==> src/design/crsr_pkg.sv <==
// Shared types, widths and arithmetic helpers of the Catmull-Rom stereo resampler.
// No dependencies; every other file of the block imports this package.
package crsr_pkg;

  localparam int SAMPLE_BITS     = 16;
  localparam int PHASE_FRAC_BITS = 16;
  localparam int PHASE_W         = PHASE_FRAC_BITS + 5;
  localparam int T_BITS          = 16;
  localparam int V_SHIFT         = T_BITS + 1;
  localparam int COEF_W          = SAMPLE_BITS + 5;
  localparam int ACC_W           = SAMPLE_BITS + 24;
  localparam int PROD_W          = ACC_W + T_BITS + 1;
  localparam int MAX_RUN         = 64;
  localparam int RUN_W           = $clog2(MAX_RUN);
  localparam int NUM_CH          = 2;
  localparam int DATA_W          = ((2 * SAMPLE_BITS + 7) / 8) * 8;
  localparam int APB_DATA_W      = 32;
  localparam int ADDR_W          = 3;
  localparam int REG_IDX_W       = ADDR_W - 2;

  localparam logic [REG_IDX_W-1:0] REG_PHASE_STEP = REG_IDX_W'(0);

  localparam logic [PHASE_W:0] PHASE_ONE = (PHASE_W + 1)'(1) << PHASE_FRAC_BITS;

  localparam logic signed [ACC_W-1:0] ROUND_HALF = ACC_W'(1) <<< T_BITS;
  localparam logic signed [ACC_W-1:0] SAT_HI = (ACC_W'(1) <<< (SAMPLE_BITS - 1)) - ACC_W'(1);
  localparam logic signed [ACC_W-1:0] SAT_LO = -(ACC_W'(1) <<< (SAMPLE_BITS - 1));

  typedef logic signed [SAMPLE_BITS-1:0] sample_t;

  // Controller to datapath.
  typedef struct packed {
    logic load;        // shift the accepted frame into the windows
    logic coef;        // form the Catmull-Rom coefficients
    logic phase_drop;  // no output this input: phase falls by one frame
    logic mul1;        // p1 = a0*t + a1*2^16
    logic mul2;        // p2 = floor(p1*t/2^16) + a2*2^16
    logic mul3;        // v  = floor(p2*t/2^16) + y1*2^17
    logic emit;        // round, saturate and load the output register
    logic last;        // emitted frame ends the run
  } cmd_t;

  // Datapath to controller.
  typedef struct packed {
    logic phase_ge_one;  // phase at or above one frame
    logic sum_ge_one;    // phase plus step at or above one frame
    logic out_busy;      // output register holds a frame that is not taken now
  } status_t;

  // Phase fraction reduced to a Q0.16 interpolation position.
  function automatic logic [T_BITS-1:0] frac_to_q16(input logic [PHASE_W-1:0] ph);
    logic [PHASE_FRAC_BITS+T_BITS-1:0] w;
    w = {ph[PHASE_FRAC_BITS-1:0], T_BITS'(0)};
    return w[PHASE_FRAC_BITS+T_BITS-1 -: T_BITS];
  endfunction

  // Divide by 2^17 rounding half away from zero, then clamp to the sample range.
  function automatic sample_t round_sat(input logic signed [ACC_W-1:0] v);
    logic signed [ACC_W-1:0] r;
    if (v >= 0) begin
      r = (v + ROUND_HALF) >>> V_SHIFT;
    end else begin
      r = -((-v + ROUND_HALF) >>> V_SHIFT);
    end
    if (r > SAT_HI) begin
      r = SAT_HI;
    end else if (r < SAT_LO) begin
      r = SAT_LO;
    end
    return r[SAMPLE_BITS-1:0];
  endfunction

endpackage

==> src/design/crsr_datapath.sv <==
// Datapath of the resampler: windows, phase, step register, two Horner lanes and
// the output register. Depends on crsr_pkg for widths, structs and rounding.
module crsr_datapath import crsr_pkg::*; (
  input  logic               clk,
  input  logic               rst,
  input  cmd_t               cmd,
  output status_t            status,
  input  sample_t            in_left,
  input  sample_t            in_right,
  input  logic               step_we,
  input  logic [PHASE_W-1:0] step_wdata,
  output logic [PHASE_W-1:0] step_value,
  output logic               out_valid,
  input  logic               out_ready,
  output sample_t            out_left,
  output sample_t            out_right,
  output logic               out_last
);

  sample_t                   win [NUM_CH][4];
  logic signed [COEF_W-1:0]  a0 [NUM_CH];
  logic signed [COEF_W-1:0]  a1 [NUM_CH];
  logic signed [COEF_W-1:0]  a2 [NUM_CH];
  logic signed [ACC_W-1:0]   acc [NUM_CH];
  logic signed [ACC_W-1:0]   mop [NUM_CH];
  logic signed [PROD_W-1:0]  prod [NUM_CH];
  logic signed [COEF_W-1:0]  y [NUM_CH][4];
  sample_t                   in_s [NUM_CH];
  logic                      primed;
  logic [PHASE_W-1:0]        phase;
  logic [PHASE_W-1:0]        phase_step;
  logic [PHASE_W:0]          phase_sum;
  logic signed [T_BITS:0]    t_s;

  assign in_s[0]    = in_left;
  assign in_s[1]    = in_right;
  assign phase_sum  = {1'b0, phase} + {1'b0, phase_step};
  assign t_s        = {1'b0, frac_to_q16(phase)};
  assign step_value = phase_step;

  assign status.phase_ge_one = ({1'b0, phase} >= PHASE_ONE);
  assign status.sum_ge_one   = (phase_sum >= PHASE_ONE);
  assign status.out_busy     = out_valid && !out_ready;

  // One multiplier per lane, shared by the three Horner steps.
  always_comb begin
    for (int ch = 0; ch < NUM_CH; ch++) begin
      for (int k = 0; k < 4; k++) begin
        y[ch][k] = COEF_W'(win[ch][k]);
      end
      mop[ch]  = cmd.mul1 ? ACC_W'(a0[ch]) : acc[ch];
      prod[ch] = mop[ch] * t_s;
    end
  end

  always_ff @(posedge clk) begin
    if (rst) begin
      primed     <= 1'b0;
      phase      <= '0;
      phase_step <= PHASE_ONE[PHASE_W-1:0];
      out_valid  <= 1'b0;
      for (int ch = 0; ch < NUM_CH; ch++) begin
        for (int k = 0; k < 4; k++) begin
          win[ch][k] <= '0;
        end
      end
    end else begin
      if (step_we) begin
        phase_step <= step_wdata;
      end
      if (cmd.load) begin
        primed <= 1'b1;
        for (int ch = 0; ch < NUM_CH; ch++) begin
          for (int k = 0; k < 3; k++) begin
            win[ch][k] <= primed ? win[ch][k+1] : in_s[ch];
          end
          win[ch][3] <= in_s[ch];
        end
      end
      if (cmd.phase_drop) begin
        phase <= PHASE_W'({1'b0, phase} - PHASE_ONE);
      end else if (cmd.emit) begin
        if (!cmd.last) begin
          phase <= phase_sum[PHASE_W-1:0];
        end else if (status.sum_ge_one) begin
          phase <= PHASE_W'(phase_sum - PHASE_ONE);
        end else begin
          phase <= '0;
        end
      end
      if (cmd.emit) begin
        out_valid <= 1'b1;
      end else if (out_ready) begin
        out_valid <= 1'b0;
      end
    end
  end

  // Payload registers, no reset.
  always_ff @(posedge clk) begin
    for (int ch = 0; ch < NUM_CH; ch++) begin
      if (cmd.coef) begin
        a0[ch] <= -y[ch][0] + (y[ch][1] <<< 1) + y[ch][1]
                  - (y[ch][2] <<< 1) - y[ch][2] + y[ch][3];
        a1[ch] <= (y[ch][0] <<< 1) - (y[ch][1] <<< 2) - y[ch][1]
                  + (y[ch][2] <<< 2) - y[ch][3];
        a2[ch] <= y[ch][2] - y[ch][0];
      end
      if (cmd.mul1) begin
        acc[ch] <= ACC_W'(prod[ch]) + (ACC_W'(a1[ch]) <<< T_BITS);
      end else if (cmd.mul2) begin
        acc[ch] <= ACC_W'(prod[ch] >>> T_BITS) + (ACC_W'(a2[ch]) <<< T_BITS);
      end else if (cmd.mul3) begin
        acc[ch] <= ACC_W'(prod[ch] >>> T_BITS) + (ACC_W'(y[ch][1]) <<< V_SHIFT);
      end
    end
    if (cmd.emit) begin
      out_left  <= round_sat(acc[0]);
      out_right <= round_sat(acc[1]);
      out_last  <= cmd.last;
    end
  end

endmodule

==> config.mk <==
export PLATFORM = sky130hd
export DESIGN_NAME = crsr_datapath
export DESIGN_NICKNAME = d
export VERILOG_FILES = /design/src/design/crsr_pkg.sv /design/src/design/crsr_datapath.sv
export SDC_FILE = /design/constraint.sdc
export NUM_CORES = 2
export LEC_CHECK = 0
export ABC_AREA = 1
export BUFFER_PORTS_ARGS = -buffer_cell sky130_fd_sc_hd__buf_2
export CAP_MARGIN = 20
export CORE_AREA = 2 2 367 369
export DETAILED_ROUTE_END_ITERATION = 16
export DIE_AREA = 0 0 369 371
export HOLD_SLACK_MARGIN = 0.15
export MAX_ROUTING_LAYER = met4
export PLACE_DENSITY = 0.75
export SYNTH_ARGS = -nofsm -noshare
export SYNTH_HDL_FRONTEND = slang
export SYNTH_SLANG_ARGS = --single-unit
==> constraint.sdc <==
create_clock -name clk -period 10.25 [get_ports clk]
set_clock_uncertainty 0.05 [all_clocks]
set_input_delay 0.5125 -clock clk [delete_from_list [all_inputs] [get_ports clk]]
set_output_delay 0.5125 -clock clk [all_outputs]
set_load 0.02 [all_outputs]
After elaboration in Yosys (flattened, before gate mapping). Memory sizes are Yosys's and may differ from the RTL's. Index checks and enable logic that the tools add are counted.

$add $sub $neg: 39. Order comparisons: 8. Multiply operators: 2. Reductions and logical operators: 4. Muxes and demuxes: 48. Bitwise operators: 12.

Operators with widths (count): 40-bit 2-to-1 mux (10); 16-bit 2-to-1 mux (16); 40-bit by 18-bit adder with 40-bit output, second input constant (4); 40-bit by 37-bit adder with 40-bit output (4); 40-bit by 17-bit multiplier with 56-bit output (2); 21-bit by 16-bit adder with 21-bit output (4); 21-bit 2-to-1 mux (4); 21-bit by 16-bit subtractor with 21-bit output (4); 40-bit by 33-bit adder with 40-bit output (2); 40-bit by 1-bit >= comparator with 1-bit output, second input constant (2); 40-bit by 16-bit > comparator with 1-bit output, second input constant (2); 40-bit by 16-bit less-than comparator with 1-bit output, second input constant (2); 23-bit negator with 40-bit output (2); 40-bit negator (2); 20-bit by 18-bit adder with 21-bit output (2); 21-bit by 17-bit adder with 21-bit output (2); 16-bit negator with 21-bit output (2); 21-bit by 17-bit subtractor with 21-bit output (2); 21-bit by 17-bit subtractor with 21-bit output, second input constant (2); 19-bit by 16-bit subtractor with 20-bit output (2); 17-bit by 18-bit subtractor with 19-bit output (2); 16-bit by 16-bit subtractor with 17-bit output (2); 21-bit by 21-bit adder with 22-bit output (1); 22-bit by 17-bit >= comparator with 1-bit output, second input constant (1); other kinds (6) (35).

Memories: 5. Bits in writable memories: 334. Output and inout bits: 58. Bits in registers: 77. Input bits: 65.

Memory list: win (depth 2, width 64, rd ports 2, clocked after Yosys merged registers in 0, wr ports 2, line crsr_datapath.sv:20) `sample_t win [NUM_CH][4];`; acc (depth 2, width 40, rd ports 2, clocked after Yosys merged registers in 0, wr ports 2, line crsr_datapath.sv:24) `logic signed [ACC_W-1:0] acc [NUM_CH];`; a0 (depth 2, width 21, rd ports 2, clocked after Yosys merged registers in 0, wr ports 2, line crsr_datapath.sv:21) `logic signed [COEF_W-1:0] a0 [NUM_CH];`; a1 (depth 2, width 21, rd ports 2, clocked after Yosys merged registers in 0, wr ports 2, line crsr_datapath.sv:22) `logic signed [COEF_W-1:0] a1 [NUM_CH];`; a2 (depth 2, width 21, rd ports 2, clocked after Yosys merged registers in 0, wr ports 2, line crsr_datapath.sv:23) `logic signed [COEF_W-1:0] a2 [NUM_CH];`.

Longest topological paths before layout. An unclocked memory read counts as a cell.

Word-level depth: 8. Depth in mapped cells: 53. Gate-level depth less buffers: 51.

Worst setup path before layout. Ideal clock, no wire load.

Path type: input -> register. Start: in cmd[4] (netlist name). End: mem acc[0][37] (netlist name), data pin. Setup slack: 1266 ps. Data arrival time: 8678 ps. Data required time: 9944 ps. Stages: 39. Path buffers: 3. Library setup time: 256 ps. Cell sequence: clkinv_1 -> clkbuf_1 -> clkbuf_1 -> a21oi_1 -> inv_1 -> clkbuf_1 -> nand2_1 -> fa_1 -> fa_1 -> fa_1 -> inv_1 -> fa_1 -> fa_1 -> inv_1 -> fa_1 -> inv_1 -> ha_1 -> nand2_1 -> (+3 left out) -> a21oi_1 -> o31ai_1 -> xor2_1 -> ha_1 -> inv_1 -> fa_1 -> o21ai_0 -> a21oi_1 -> o21ai_0 -> a21oi_1 -> o21ai_0 -> a21oi_1 -> o21ai_0 -> nand3_1 -> nand2_1 -> a21oi_1 -> o21ai_0 -> nand2_1.

RTL lines: start, declared (line crsr_datapath.sv:6) `input cmd_t cmd,`; end, declared (line crsr_datapath.sv:24).

==> flow_metrics.py <==
metrics = {
    "placed_design": {
        "dpl.hpwl_um": 234000,
        "gp_congestion": 1.09,
        "placedCellCount": 12189,
        "port_buffers": 122,
        "place_area_um2": 85800,
    },
    "clock_network": {
        "clkSinkCount": 403,
        "cts_tree": "built",
        "clkLatencyLatePin_ns": 0.69,
        "cts-root-buf": "clkbuf_16",
        "clockBufferDepth": 3,
        "htreeDepth": 2,
        "cts_buffers": 50,
        "path_clk_slew_ns": 0.06,
    },
    "floorplan": {
        "die_h_um": 371,
        "die_w_um": 369,
        "rows": 134,
        "core_um2": 133000,
        "die-area_um2": 137000,
        "ios": 123,
        "start_util": 0.618,
    },
    "finish": {
        "drive_gt1_frac": 0.0619,
        "finalNonFillerCells": 12368,
        "final_util": 0.666,
        "final_nets": 12600,
        "n_fill_cell": 11261,
        "fin_area_um2": 88400,
        "seqCellArea_um2": 11700,
        "multi_input_area_um2": 60900,
        "syn_to_final_growth_pct": 7.70,
    },
    "critical_path": {
        "startpoint_type": "register",
        "path_class": "reg -> reg",
        "reg2reg_slack_ns": 0.35,
        "slowest_stage": "inv_2",
        "cp.arrival_ns": 10.28,
        "slowest_delay_ns": 0.71,
        "critPathCaptureType": "register",
        "cp.required_ns": 10.63,
        "path_max_fanout": 34,
    },
    "sta": {
        "setup_viol": 0,
        "tightest_slew_ns": 1.11,
        "hold_violations": 0,
        "fin_crit_ns": 9.90,
        "rsz0062_at_grt": "yes",
        "fmax_ghz": 0.101,
        "post-route-period-util": 0.966,
        "slew_headroom": 0.258,
        "whs_ns": 0.183,
        "slew_violations": 0,
    },
    "pwr": {
        "powerDensity_nw_per_um2": 249,
        "p_leak_nw": 43.8,
        "irDropWorstVdd_v": 0.000191,
    },
    "synth": {
        "syn_nets": 12392,
        "synth_ff_type": "edfxtp_1",
        "synth_seq_cells": 403,
        "synthTopCellsByArea": "fa_1 (35%), edfxtp_1 (13%), inv_1 (10%)",
        "yosysTopAreaCellShare": 0.349,
        "synth_edf_count": 359,
        "synth_most_common_cell": "inv_1",
        "synth_common_cells": "inv_1 (2,191), nand2_1 (2,124), fa_1 (1,431)",
        "yosysWarnings": 0,
        "ys_seq_area_frac": 0.142,
        "syn_area_per_cell_um2": 7.94,
        "ys_types": 62,
        "async_reset_ff_frac": 0,
        "synth_largest_area_cell": "fa_1",
        "mappedNetlistArea_um2": 82100,
        "syn_inst": 10335,
    },
    "detailed_routing": {
        "via_per_inst": 5.86,
        "drc": 0,
        "firstDrtPassIters": 9,
        "drt_iter0_drc": 7880,
        "postRouteAntennaNets": 0,
        "wl_um": 280000,
        "num_vias": 72468,
        "wl_per_cell_um": 22.6,
    },
    "global_routing": {
        "grt_pass1_vias": 73865,
        "track_usage": 0.430,
        "grt_pass1_wl_um": 432000,
        "overflow": 0,
        "antenna_found_initial": 11,
        "grt_max_degree": 101,
    },
    "job": {
        "drv_cap": 0,
    },
    "worst_hold_path": {
        "hold_class": "in -> reg",
    },
    "outcome": {
        "outcome": "finished, final reports clean",
    },
}
-- kinds of logic (layout without fill, tap and decap cells) --
kind of cell	after synthesis	count (layout)	synth area share
other	0	17	0
multiplexers	3	3	0.000366
AO/OA/AOI/OAI	1285	1285	0.0846
adder cells (fa/ha/maj)	1992	1992	0.435
flip-flops	403	403	0.142
AND/OR/NAND/NOR	3800	3800	0.188
XOR/XNOR	308	308	0.0329
buffers and inverters	2544	2792	0.118
-- path summary, 6_finish.rpt --
| check | from | to | depth (start not counted) |
|---|---|---|---|
| worst max-delay path | phase[5] | acc[1][36] | 37 |
| worst min-delay path | cmd[5] | phase[17] | 4 |
| worst max register to register | phase[5] | acc[1][36] | 37 |
| worst min register to register | step_value[16] | step_value[16] | 2 |
-- layout make-up --
| type | count | area share |
|---|---|---|
| antenna | 17 | 0.000481 |
| clock buffer | 58 | 0.0145 |
| clock inverter | 34 | 0.00464 |
| inverter | 2237 | 0.0953 |
| multi-input combinational | 7388 | 0.689 |
| sequential | 403 | 0.132 |
| tap | 1768 | 0.0250 |
| timing repair buffer | 462 | 0.0393 |
| timing repair inverter | 1 | 0.0000849 |
-- worst max-delay path, delay by kind of cell, from the launching register on --
family	cells	cell delay, ns
buffers and inverters	8	1.57
DFF	1	0.32
xor gates and xnor gates	1	0.39
and+or+nand+nor	8	0.86
AOI/OAI and AO/OA	12	2.54
adders and majority gates	8	3.89
-- routing by layer --
metal  vias up  wire [um]  track usage
li1      32096          -            -
met1     35485     110000        0.569
met2      4155     120000        0.625
met3       732      36900        0.129
met4         0      13600        0.164
met5         -          0            -
-- power breakdown --
part	leakage [nW]	total, mW	switching, mW	internal (mW)
Combinational	38.9	16.5	10.9	5.62
Sequential	4.04	3.66	0.987	2.67
Clock	0.808	1.87	0.811	1.06
Total	43.8	22.0	12.7	9.35
-- flip-flops by register name (all words and copies together), names as in the netlist --
name / count
out_valid: 1
a1: 42
acc: 80
a2: 34
primed: 1
win: 128
out_right: 16
a0: 42
out_left: 16
out_last: 1
phase: 21
step_value: 21
-- per-stage QoR --
stage               total power [mW]  setup slack (ns)  TNS [ns]
finish                          22.0             0.350         0
global route                    23.6           -0.0559   -0.0559
CTS                             21.4             0.208         0
detailed placement              19.4            -0.278    -0.772
global placement                19.2            -0.381     -1.04
floorplan                       13.6              1.27         0
-- layout by cell type (no fill, tap or decap), drive strengths merged, types with 310 or more instances in the layout --
cell | netlist | routed
a21oi | 660 | 660
edfxtp | 359 | 359
fa | 1431 | 1431
nand3 | 310 | 310
o21ai | 406 | 406
ha | 561 | 561
inv | 2206 | 2217
nand2 | 2147 | 2147
nor2 | 1121 | 1121
buf | 35 | 407
-- timing repair --
item                                    CTS  global route
endpoints found under the setup margin    0            18
hold buffers                             55             0
endpoints found under the hold margin    55             0
buffers inserted                          0            12
resized for setup                         0            33
Note: power is estimated with default switching activity, not from simulation.
