===== src/design/crsr_pkg.sv =====
// Shared types, widths and arithmetic helpers of the Catmull-Rom stereo resampler.
// No dependencies; every other file of the block imports this package.
package crsr_pkg;

  localparam int SAMPLE_BITS     = 16;
  localparam int PHASE_FRAC_BITS = 16;
  localparam int PHASE_W         = PHASE_FRAC_BITS + 5;
  localparam int T_BITS          = 16;
  localparam int V_SHIFT         = T_BITS + 1;
  localparam int COEF_W          = SAMPLE_BITS + 5;
  localparam int ACC_W           = SAMPLE_BITS + 24;
  localparam int PROD_W          = ACC_W + T_BITS + 1;
  localparam int MAX_RUN         = 64;
  localparam int RUN_W           = $clog2(MAX_RUN);
  localparam int NUM_CH          = 2;
  localparam int DATA_W          = ((2 * SAMPLE_BITS + 7) / 8) * 8;
  localparam int APB_DATA_W      = 32;
  localparam int ADDR_W          = 3;
  localparam int REG_IDX_W       = ADDR_W - 2;

  localparam logic [REG_IDX_W-1:0] REG_PHASE_STEP = REG_IDX_W'(0);

  localparam logic [PHASE_W:0] PHASE_ONE = (PHASE_W + 1)'(1) << PHASE_FRAC_BITS;

  localparam logic signed [ACC_W-1:0] ROUND_HALF = ACC_W'(1) <<< T_BITS;
  localparam logic signed [ACC_W-1:0] SAT_HI = (ACC_W'(1) <<< (SAMPLE_BITS - 1)) - ACC_W'(1);
  localparam logic signed [ACC_W-1:0] SAT_LO = -(ACC_W'(1) <<< (SAMPLE_BITS - 1));

  typedef logic signed [SAMPLE_BITS-1:0] sample_t;

  // Controller to datapath.
  typedef struct packed {
    logic load;        // shift the accepted frame into the windows
    logic coef;        // form the Catmull-Rom coefficients
    logic phase_drop;  // no output this input: phase falls by one frame
    logic mul1;        // p1 = a0*t + a1*2^16
    logic mul2;        // p2 = floor(p1*t/2^16) + a2*2^16
    logic mul3;        // v  = floor(p2*t/2^16) + y1*2^17
    logic emit;        // round, saturate and load the output register
    logic last;        // emitted frame ends the run
  } cmd_t;

  // Datapath to controller.
  typedef struct packed {
    logic phase_ge_one;  // phase at or above one frame
    logic sum_ge_one;    // phase plus step at or above one frame
    logic out_busy;      // output register holds a frame that is not taken now
  } status_t;

  // Phase fraction reduced to a Q0.16 interpolation position.
  function automatic logic [T_BITS-1:0] frac_to_q16(input logic [PHASE_W-1:0] ph);
    logic [PHASE_FRAC_BITS+T_BITS-1:0] w;
    w = {ph[PHASE_FRAC_BITS-1:0], T_BITS'(0)};
    return w[PHASE_FRAC_BITS+T_BITS-1 -: T_BITS];
  endfunction

  // Divide by 2^17 rounding half away from zero, then clamp to the sample range.
  function automatic sample_t round_sat(input logic signed [ACC_W-1:0] v);
    logic signed [ACC_W-1:0] r;
    if (v >= 0) begin
      r = (v + ROUND_HALF) >>> V_SHIFT;
    end else begin
      r = -((-v + ROUND_HALF) >>> V_SHIFT);
    end
    if (r > SAT_HI) begin
      r = SAT_HI;
    end else if (r < SAT_LO) begin
      r = SAT_LO;
    end
    return r[SAMPLE_BITS-1:0];
  endfunction

endpackage


===== src/design/crsr_ctrl.sv =====
// Sequencer of the resampler: input acceptance, run length and evaluation steps.
// Depends on crsr_pkg for the command and status structs.
module crsr_ctrl import crsr_pkg::*; (
  input  logic    clk,
  input  logic    rst,
  input  logic    in_valid,
  output logic    in_ready,
  input  status_t status,
  output cmd_t    cmd
);

  localparam logic [2:0] S_IDLE = 3'd0;
  localparam logic [2:0] S_COEF = 3'd1;
  localparam logic [2:0] S_MUL1 = 3'd2;
  localparam logic [2:0] S_MUL2 = 3'd3;
  localparam logic [2:0] S_MUL3 = 3'd4;
  localparam logic [2:0] S_EMIT = 3'd5;

  logic [2:0]       state, state_next;
  logic [RUN_W-1:0] count, count_next;
  logic             run_end;

  assign run_end  = status.sum_ge_one || (count == RUN_W'(MAX_RUN - 1));
  assign in_ready = (state == S_IDLE);

  always_comb begin
    state_next = state;
    count_next = count;
    cmd        = '0;
    unique case (state)
      S_IDLE: begin
        if (in_valid) begin
          cmd.load   = 1'b1;
          state_next = S_COEF;
        end
      end
      S_COEF: begin
        cmd.coef = 1'b1;
        if (status.phase_ge_one) begin
          cmd.phase_drop = 1'b1;
          state_next     = S_IDLE;
        end else begin
          count_next = '0;
          state_next = S_MUL1;
        end
      end
      S_MUL1: begin
        cmd.mul1   = 1'b1;
        state_next = S_MUL2;
      end
      S_MUL2: begin
        cmd.mul2   = 1'b1;
        state_next = S_MUL3;
      end
      S_MUL3: begin
        cmd.mul3   = 1'b1;
        state_next = S_EMIT;
      end
      S_EMIT: begin
        if (!status.out_busy) begin
          cmd.emit = 1'b1;
          cmd.last = run_end;
          if (run_end) begin
            state_next = S_IDLE;
          end else begin
            count_next = count + RUN_W'(1);
            state_next = S_MUL1;
          end
        end
      end
      default: begin
        state_next = S_IDLE;
      end
    endcase
  end

  always_ff @(posedge clk) begin
    if (rst) begin
      state <= S_IDLE;
      count <= '0;
    end else begin
      state <= state_next;
      count <= count_next;
    end
  end

endmodule


===== config.mk =====
export PLATFORM = sky130hd
export DESIGN_NAME = crsr_ctrl
export DESIGN_NICKNAME = d
export VERILOG_FILES = /design/src/design/crsr_pkg.sv /design/src/design/crsr_ctrl.sv
export SDC_FILE = /design/constraint.sdc
export NUM_CORES = 1
export LEC_CHECK = 0
export BUFFER_PORTS_ARGS = -buffer_cell sky130_fd_sc_hd__buf_2
export CAP_MARGIN = 20
export CORE_AREA = 3 3 40 42
export CTS_BUF_LIST = sky130_fd_sc_hd__clkbuf_8 sky130_fd_sc_hd__clkbuf_16
export DETAILED_ROUTE_END_ITERATION = 12
export DIE_AREA = 0 0 43 45
export GPL_TIMING_DRIVEN = 0
export PLACE_DENSITY_LB_ADDON = 0.12
export SLEW_MARGIN = 10
export SYNTH_ARGS = -nofsm -noshare
export SYNTH_HDL_FRONTEND = slang
export SYNTH_SLANG_ARGS = --single-unit

===== constraint.sdc =====
create_clock -name clk -period 2 [get_ports clk]
set_input_delay 0.3 -clock clk [delete_from_list [all_inputs] [get_ports clk]]
set_output_delay 0.3 -clock clk [all_outputs]
set_load 0.05 [all_outputs]

After elaboration in Yosys (flattened, before gate mapping). Cells that the tools add are included.

Bits in registers: 9. Output and inout bits: 9.

Add/sub/neg operators: 1. Equal/unequal tests: 10. Mux-type cells: 18. Reductions and logical operators: 5.

Operators by type and width (count): $mux 6 (3); $pmux 3 s6 (1); $pmux 6 s2 (1); $mux 2 (5); $ne 2x2->1 const B (4); $add 6x1->6 const B (1); $eq 3x2->1 const B (2); $eq 3x3->1 const B (2); $eq 6x6->1 const B (1); $mux 1 (6); $mux 3 (2); $reduce_and 4->1 (1); $eq 3x1->1 const B (1); $logic_not 3->1 (1); $reduce_and 2->1 (1); $reduce_bool 2->1 (1); $logic_or 1x1->1 (1).

Longest topological paths before layout. Gate-level depths: netlist of run 1.

Depth in word-level cells: 5. Mapped depth: 5. Mapped depth without buffers: 5.

Least setup slack after synthesis of run 1. No wires, ideal clock.

Path kind: reg2out. Start: reg state[2]. End: out cmd[7] (netlist name). Arrival time: 2.207 ns. Data required time: 1.700 ns. Setup slack: -0.507 ns. Cell stages (with the launch flop): 4. Cells stage by stage: dfxtp_1 buf_2 nor3_1 and2_1.

RTL lines: start: declaration (RTL line crsr_ctrl.sv:19) `logic [2:0] state, state_next;`; start signal: assignment (RTL line crsr_ctrl.sv:82) `state <= state_next;`; end: declaration (RTL line crsr_ctrl.sv:9) `output cmd_t cmd`.

==> impl_metrics.csv, run 1 <==
group,metric,value,unit
clock_network,cts-root-buf,"clkbuf_8",
pwr,combPwrFrac,16.9,%
sta,drv_slew,0,
synthesis,syn_area_per_cell,7.92,sq um
worst_hold_path,holdCritStartpoint,"rst",
worst_setup_path,startpoint_type,"flop",
synthesis,synth_edf_count,0,
floorplan,dieHeight,45,um
clock_network,cts_setup_buffers,0,
sta,slew_headroom,73.2,%
global_routing,grtUsageTotal,15.2,%
placement,io_buffer_count,14,
synthesis,async_flop_share,0,%
final_layout,diodes,0,
synthesis,synth_ff_type,"dfxtp_1",
floorplan,io_pins,15,
sta,setup-tns-final,0,ns
sta,fin_crit_sh,91.9,%
sta,hold_slack,0.423,ns
worst_setup_path,r2r_slack,0.47,ns
sta,clock.fmax,544,MHz
worst_setup_path,rr_startpoint,"count[0]",
final_layout,fillerInstances,131,
synthesis,synth_cells,75,
drt,drc,0,
pwr,clkPwrFrac,44.3,%
drt,drt_iter0_drc,5,
sta,hold_viol,0,
global_routing,antenna_found_initial,0,
worst_hold_path,hold_depth,3,
clock_network,insertion_delay,0.23,ns
floorplan,dieArea,0.00194,sq mm
clock_network,cts_max_path_buffers,2,
global_routing,grt_pass1_vias,528,
synthesis,synth_cell_type_count,30,
synthesis,yosys_warnings,0,
final_layout,final_cells,108,
floorplan,fp.dieW,43,um
worst_setup_path,r2r-end,"count[1]",
clock_network,numCtsBuffers,3,
synthesis,synth_nets,82,
pwr,power_density,646,mW/mm^2
pwr,sw_frac_of_total,27.7,%
pwr,p_int,343,uW
sta,tightest_slew,0.402,ns
worst_setup_path,crit_fanout,5,
global_routing,grt_max_degree,11,
pwr,p_seq_share,38.8,%
drt,dr_total_vias,596,
pwr,p_sw,131,uW
final_layout,mostFrequentLayoutCells,"17 x buf_2, 10 x nor2_1, 9 x dfxtp_1",
clock_network,cts_tree,"built",
worst_hold_path,holdPathEnd,"count[3]",
pwr,irDropWorstVdd,0.385,mV
drt,wl,1.32,mm
worst_setup_path,rr_worst_depth,5,
drt,wl_per_cell,12.2,um
clock_network,clock-sinks,9,
floorplan,coreArea,0.00128,sq mm
floorplan,rows,13,
final_layout,syn2layout_area_growth,23.6,%
final_layout,mostFrequentLayoutCell,"buf_2",
worst_setup_path,worstSetupPathType,"reg -> out",
drt,drt-vias-per-instance,5.52,
final_layout,drive_above_1_share,28.0,%
clock_network,htreeDepth,1,
worst_hold_path,hold_path_class,"in -> reg",
drt,antenna_left,0,
placement,hpwl,981,um
synthesis,yosysSeqAreaShare,30.3,%
outcome,outcome,"finished, final reports clean",
floorplan,start_util,46.3,%
clock_network,post_cts_resized,0,
synthesis,synth_top_area_share,30.3,%
sta,period_minus_slack,1.84,ns
sta,skew,0.00129,ns
global_routing,grt_pass1_wl,2.21,mm
synthesis,synth_top_cell_by_area,"dfxtp_1",
clock_network,path_clk_slew,0.05,ns
pwr,power.leakage,0.298,nW
synthesis,syn_area,594,sq um
placement,globalplace.congestion,0.758,
sta,rsz0062_at_grt,"false",
placement,placedCellCount,104,
job,drv_cap,0,
synthesis,synth.top_cells.by_area,"dfxtp_1 30%, nand2b_1 8.4%, nor2_1 6.3%, o21ai_0 4.2%, o211ai_4 3.6%",
drt,dr.pass1.iters,3,
worst_setup_path,cp.arrival,1.54,ns
synthesis,ys_seq_elements,9,
worst_setup_path,worstPathRequired,1.70,ns
final_layout,fin_nets,101,
sta,setup_viol,0,
global_routing,grt.overflow.total,0,
worst_setup_path,cp-end-kind,"output pin",
clock_network,hold_buffers,0,
-- sequential cells by signal, summed over array words and instances, names as in the netlist --
register  count
count         6
state         3
-- cell usage after synthesis, types with 2 or more instances --
| master | n |
|---|---|
| o32a_1 | 2 |
| nand2b_1 | 8 |
| or3_1 | 2 |
| nor2b_1 | 2 |
| nor3b_1 | 2 |
| inv_1 | 3 |
| buf_2 | 3 |
| dfxtp_1 | 9 |
| nor3_1 | 4 |
| and3_1 | 2 |
| o21ai_0 | 5 |
| a21oi_1 | 2 |
| a221oi_1 | 2 |
| and2_1 | 2 |
| nand2_1 | 3 |
| nor2_1 | 10 |
-- metrics by stage --
stage | worst slack (ns) | utilization, % | cell area [sq um] | total power, mW
3_5_place_dp | 0.423 | 53.6 | 688 | 0.268
4_1_cts | 0.154 | 57.2 | 734 | 0.483
6_report | 0.163 | 57.2 | 734 | 0.475
3_3_place_gp | 0.413 | 53.6 | 688 | 0.267
2_1_floorplan | -0.0428 | - | 599 | 0.247
5_1_grt | 0.0628 | 57.2 | 734 | 0.501
-- layout make-up --
type / count / area (sq um) / area share (%)
Multi-Input combinational cell: 59 / 389 / 53.0
Sequential cell: 9 / 180 / 24.5
Timing Repair Buffer: 14 / 70.1 / 9.54
Clock buffer: 3 / 41.3 / 5.62
Buffer: 4 / 18.8 / 2.56
Tap cell: 15 / 18.8 / 2.56
Inverter: 3 / 11.3 / 1.53
Clock inverter: 1 / 5.00 / 0.681
-- cells by family (layout without fill, tap and decap cells) --
logic type	Yosys count	after routing	share of synthesized area (%)
DFF	9	9	30.3
adders and majority gates	1	1	2.10
and+or+nand+nor	39	39	37.3
AOI/OAI and AO/OA	19	19	25.3
buffers and inverters	7	25	5.05
-- layer usage --
metal | wire [um] | GRT usage [%] | vias to the layer above
met3 | 56 | 6.37 | 2
met1 | 625 | 18.9 | 279
met4 | 6 | 5.42 | 0
met5 | 0 | 0 | -
met2 | 633 | 23.7 | 7
li1 | - | - | 308
-- power groups by stage --
stage,registers [mW],clock network [mW],logic (mW)
finish,0.184,0.210,0.0802
CTS,0.184,0.219,0.0804
floorplan,0.187,0,0.0599
global placement,0.187,0,0.0800
global route,0.184,0.230,0.0872
detailed placement,0.187,0,0.0802
-- worst max path at each step --
stage | from | slack, ns | endpoint
finish | count[0] | 0.16 | cmd[0]
global route | count[0] | 0.06 | cmd[0]
CTS | count[0] | 0.15 | cmd[0]
detailed placement | count[0] | 0.42 | cmd[0]
global placement | count[0] | 0.41 | cmd[0]
floorplan | state[2] | -0.04 | cmd[7]
-- critical path, stage by stage, from the launching register on --
cell     delay [ns]
dfxtp_1        0.36
ha_1           0.23
nand3_2        0.16
nor2_1         0.19
o21a_1         0.12
buf_2          0.25
Note: power is estimated with default switching activity, not from simulation.
==> inputs of run 2 (changes only) <==
- BUFFER_PORTS_ARGS: -buffer_cell sky130_fd_sc_hd__buf_2 -> -buffer_cell sky130_fd_sc_hd__buf_4
==> impl_metrics.csv, run 2 (synthesis gave the netlist of run 1 again) <==
group,metric,value,unit
final_layout,syn2layout_area_growth,29.5,%
pwr,power_density,627,mW/mm^2
worst_setup_path,cp.arrival,1.49,ns
floorplan,coreArea,0.00128,sq mm
clock_network,path_clk_slew,0.05,ns
placement,pre_cts_ws,0.466,ns
final_layout,regArea,180,sq um
final_layout,diodes,0,
floorplan,rows,13,
worst_setup_path,cpPeakStageDelay,0.36,ns
clock_network,insertion_delay,0.23,ns
final_layout,mostFrequentLayoutCell,"buf_4",
sta,fin_crit_sh,89.3,%
global_routing,grt_max_degree,11,
drt,antenna_left,0,
outcome,outcome,"finished, final reports clean",
sta,clock.fmax,560,MHz
final_layout,top_regs,"count (6), state (3)",
sta,skew,0.00272,ns
sta,hold_viol,0,
global_routing,grt_pass1_wl,2.19,mm
final_layout,largest_reg_flops,6,
worst_setup_path,startpoint_type,"flop",
drt,drt_iter0_drc,22,
worst_setup_path,crit_fanout,5,
drt,wl_per_cell,12.1,um
placement,dpl-instance-area,723,sq um
floorplan,dieArea,0.00194,sq mm
clock_network,cts_max_path_buffers,2,
final_layout,regMostFlops,"count",
placement,io_buffer_count,14,
drt,dr.pass1.iters,4,
sta,slew_headroom,74.8,%
worst_setup_path,r2r_slack,0.47,ns
final_layout,fillerInstances,116,
global_routing,antenna_found_initial,0,
pwr,power.leakage,0.304,nW
clock_network,numCtsBuffers,3,
worst_hold_path,holdPathEnd,"state[1]",
drt,dr_total_vias,595,
floorplan,io_pins,15,
clock_network,cts-root-buf,"clkbuf_8",
global_routing,grt_pass1_vias,497,
placement,globalplace.congestion,0.700,
drt,drc,0,
clock_network,post_cts_resized,0,
worst_setup_path,cp-end-kind,"output pin",
final_layout,fin_nets,101,
final_layout,fin_util,59.9,%
sta,period_minus_slack,1.79,ns
final_layout,mostFrequentLayoutCells,"14 x buf_4, 10 x nor2_1, 9 x dfxtp_1",
final_layout,final_cell_area,769,sq um
worst_setup_path,cp_top_family,"flip-flops",
pwr,irDropWorstVdd,0.435,mV
clock_network,htreeDepth,1,
final_layout,multi_input_comb_area,389,sq um
floorplan,dieHeight,45,um
clock_network,hold_buffers,0,
worst_setup_path,path_buf_inv,1,
sta,tightest_slew,0.378,ns
worst_setup_path,r2r-end,"count[1]",
worst_setup_path,worstPathRequired,1.70,ns
drt,drt-vias-per-instance,5.51,
final_layout,drive_above_1_share,28.0,%
clock_network,cts_tree,"built",
sta,drv_slew,0,
sta,fin_ws,0.214,ns
worst_setup_path,rr_startpoint,"count[0]",
worst_setup_path,path_cells,"ha_1 -> nand3_2 -> nor2_1 -> o21a_1 -> buf_4",
job,drv_cap,0,
sta,hold_slack,0.398,ns
floorplan,start_util,46.3,%
placement,hpwl,990,um
worst_setup_path,worstSetupPathType,"reg -> out",
worst_hold_path,hold_path_class,"in -> reg",
global_routing,grtUsageTotal,15.0,%
worst_hold_path,hold_depth,3,
sta,setup_viol,0,
clock_network,clock-sinks,9,
sta,rsz0062_at_grt,"false",
worst_setup_path,rr_worst_depth,5,
worst_hold_path,holdCritStartpoint,"status[1]",
clock_network,cts_setup_buffers,0,
global_routing,grt.overflow.total,0,
floorplan,fp.dieW,43,um
worst_setup_path,critical-path-slowest-cell,"dfxtp_1",
drt,wl,1.31,mm
[run 2: report_power, final]
part	switching (mW)	leakage (nW)	total (mW)	internal [mW]
clock	0.0744	0.0255	0.210	0.136
combinational	0.0553	0.206	0.0875	0.0321
sequential	0.00185	0.0727	0.184	0.182
[run 2: worst max path at each step]
stage | endpoint | depth (start not counted) | slack [ns] | startpoint
2_1_floorplan | cmd[7] | 3 | -0.04 | state[2]
3_3_place_gp | cmd[0] | 5 | 0.47 | count[0]
3_5_place_dp | cmd[0] | 5 | 0.47 | count[0]
4_1_cts | cmd[0] | 5 | 0.20 | count[0]
5_1_grt | cmd[0] | 5 | 0.11 | count[0]
6_report | cmd[0] | 5 | 0.21 | count[0]
[run 2: final cells by class]
cell class / instances / area share (%)
Inverter: 3 / 1.46
Multi-Input combinational cell: 59 / 50.6
Clock buffer: 3 / 5.37
Sequential cell: 9 / 23.4
Tap cell: 15 / 2.44
Buffer: 4 / 2.44
Clock inverter: 1 / 0.650
Timing Repair Buffer: 14 / 13.7
[run 2: worst reg2reg max path, stage by stage, from the launching register on]
cell,delay (ns)
dfxtp_1,0.36
ha_1,0.22
nand3_2,0.16
o211ai_1,0.29
a21oi_1,0.18
o32ai_1,0.23
[run 2: stage by stage]
stage,power (mW),TNS (ns),std cells
after CTS,0.487,0,108
after global placement,0.275,0,104
after detailed placement,0.275,0,104
after global routing,0.503,0,108
after floorplan,0.247,-0.0790,75
final,0.482,0,108
[run 2: layer usage]
metal,GRT usage (%),up-vias,wire (um)
li1,-,307,-
met1,19.2,276,621
met2,23.7,12,626
met3,5.98,0,61
met4,3.61,0,0
met5,0,-,0
==> inputs of run 3 (changes only) <==
- ABC_AREA: unset -> 1
- CAP_MARGIN: 20 -> unset
==> impl_metrics.csv, run 3 <==
group,metric,value,unit
global_routing,antenna_found_initial,0,
synthesis,yosys_warnings,0,
synthesis,synth.top_cells.by_area,"dfxtp_1 28%, nand2_1 12%, nand3_1 9.4%, inv_1 7.7%, a21oi_1 6.3%",
clock_network,path_clk_slew,0.05,ns
worst_setup_path,worstSetupPathType,"reg -> out",
final_layout,syn2layout_area_growth,29.3,%
clock_network,hold_buffers,0,
job,drv_cap,0,
placement,placedCellCount,123,
sta,skew,0.000680,ns
drt,drt_iter0_drc,13,
outcome,outcome,"finished, final reports clean",
pwr,power_density,643,mW/mm^2
pwr,power.leakage,0.361,nW
synthesis,async_flop_share,0,%
synthesis,yosysMostFrequentCell,"nand2_1",
floorplan,start_util,49.5,%
synthesis,yosysSeqAreaShare,28.3,%
placement,io_buffer_count,14,
synthesis,synth_top_cell_by_area,"dfxtp_1",
final_layout,fin_nets,120,
sta,drv_slew,0,
pwr,irDropWorstVdd,0.568,mV
floorplan,rows,13,
drt,antenna_left,0,
drt,wl,1.38,mm
final_layout,mostFrequentLayoutCells,"20 x nand2_1, 14 x buf_4, 13 x inv_1",
clock_network,cts_setup_buffers,0,
floorplan,coreArea,0.00128,sq mm
final_layout,largest_reg_flops,6,
synthesis,syn_area,636,sq um
clock_network,clock-sinks,9,
final_layout,regMostFlops,"count",
floorplan,fp.dieW,43,um
sta,fin_crit_sh,93.1,%
final_layout,diodes,0,
drt,drt-vias-per-instance,4.97,
floorplan,dieHeight,45,um
global_routing,grtUsageTotal,15.2,%
synthesis,synth_edf_count,0,
worst_setup_path,startpoint_type,"flop",
drt,drc,0,
worst_setup_path,crit_fanout,7,
drt,wl_per_cell,10.8,um
synthesis,synthTopCellsByCount,"20 x nand2_1, 13 x inv_1, 12 x nand3_1",
synthesis,synth_cell_type_count,24,
clock_network,numCtsBuffers,3,
synthesis,synth_ff_type,"dfxtp_1",
clock_network,cts_max_path_buffers,2,
pwr,finalPower,529,uW
sta,period_minus_slack,1.86,ns
global_routing,grt_pass1_wl,2.17,mm
synthesis,synth_cells,94,
placement,dpl-instance-area,776,sq um
sta,tightest_slew,0.275,ns
worst_hold_path,hold_path_class,"in -> reg",
sta,hold_viol,0,
clock_network,htreeDepth,1,
clock_network,post_cts_resized,0,
final_layout,top_regs,"count (6), state (3)",
worst_setup_path,worstPathRequired,1.70,ns
drt,dr_total_vias,631,
global_routing,grt_pass1_vias,493,
clock_network,cts-root-buf,"clkbuf_8",
final_layout,final_cell_area,822,sq um
sta,clock.fmax,537,MHz
worst_setup_path,cp.arrival,1.56,ns
synthesis,synth_top_area_share,28.3,%
sta,slew_headroom,81.6,%
synthesis,synth_nets,101,
worst_setup_path,cp-end-kind,"output pin",
global_routing,grt_max_degree,10,
sta,rsz0062_at_grt,"false",
final_layout,mostFrequentLayoutCell,"nand2_1",
global_routing,grt.overflow.total,0,
final_layout,final_cells,127,
clock_network,cts_tree,"built",
drt,dr.pass1.iters,4,
final_layout,fillerInstances,118,
final_layout,drive_above_1_share,31.3,%
sta,setup_viol,0,
clock_network,insertion_delay,0.24,ns
placement,globalplace.congestion,0.774,
synthesis,ys_seq_elements,9,
floorplan,io_pins,15,
synthesis,syn_area_per_cell,6.76,sq um
placement,hpwl,1.04,mm
floorplan,dieArea,0.00194,sq mm
-- run 3: changes by cell type after synthesis, moves of 5 or more --
cell,change
nand2_1,+17
nand3_1,+11
inv_1,+10
nand2b_1,-8
a21oi_1,+6
o21ai_0,-5
-- run 3: critical path: stages, from the launching register on --
cell      delay (ns)
dfxtp_1         0.44
ha_1            0.24
nand2_1         0.09
nor2_2          0.13
nand2_2         0.09
a21boi_2        0.14
buf_4           0.20
-- run 3: report_power, final --
| group | internal (mW) | switching [mW] |
|---|---|---|
| logic | 0.0406 | 0.0805 |
| registers | 0.185 | 0.00734 |
| clock network | 0.136 | 0.0787 |
| total | 0.362 | 0.167 |
-- run 3: path summary, 6_finish.rpt --
kind | start | end | slack, ns | cells after the start
max | count[0] | cmd[0] | 0.14 | 6
min | rst | count[3] | 0.29 | 2
max reg2reg | count[0] | count[2] | 0.50 | 9
min reg2reg | count[3] | count[3] | 0.52 | 2
-- run 3: kinds of logic (layout without fill, tap and decap cells) --
logic type | after synthesis | count (layout) | synth area share, %
buf+inv | 18 | 36 | 14.4
fa+ha+maj | 1 | 1 | 1.97
simple gates | 54 | 54 | 44.5
flops | 9 | 9 | 28.3
compound gates | 12 | 12 | 10.8
-- run 3: per-stage QoR --
step	setup TNS [ns]	utilization, %	worst slack, ns	hold WS, ns
final	0	64.0	0.138	0.288
after global routing	0	64.0	0.00342	0.292
after CTS	0	64.0	0.131	0.288
after detailed placement	0	60.4	0.403	0.506
after global placement	0	60.4	0.406	0.500
after floorplan	-0.350	-	-0.256	0.369
-- run 3: layout make-up --
| class | instances | area (sq um) | area share (%) |
|---|---|---|---|
| plain buffers | 2 | 31.3 | 3.81 |
| clock buffers | 3 | 41.3 | 5.02 |
| clock inverters | 1 | 5.00 | 0.609 |
| inverters | 16 | 60.1 | 7.31 |
| multi-input cells | 67 | 380 | 46.3 |
| flip-flops and latches | 9 | 180 | 21.9 |
| well taps | 15 | 18.8 | 2.28 |
| repair buffers | 14 | 105 | 12.8 |
-- run 3: layer usage --
metal / vias up / global-route usage (%) / wire length (um)
li1: 342 / - / -
met1: 274 / 20.9 / 687
met2: 13 / 20.7 / 607
met3: 2 / 7.17 / 71
met4: 0 / 5.42 / 9
met5: - / 0 / 0
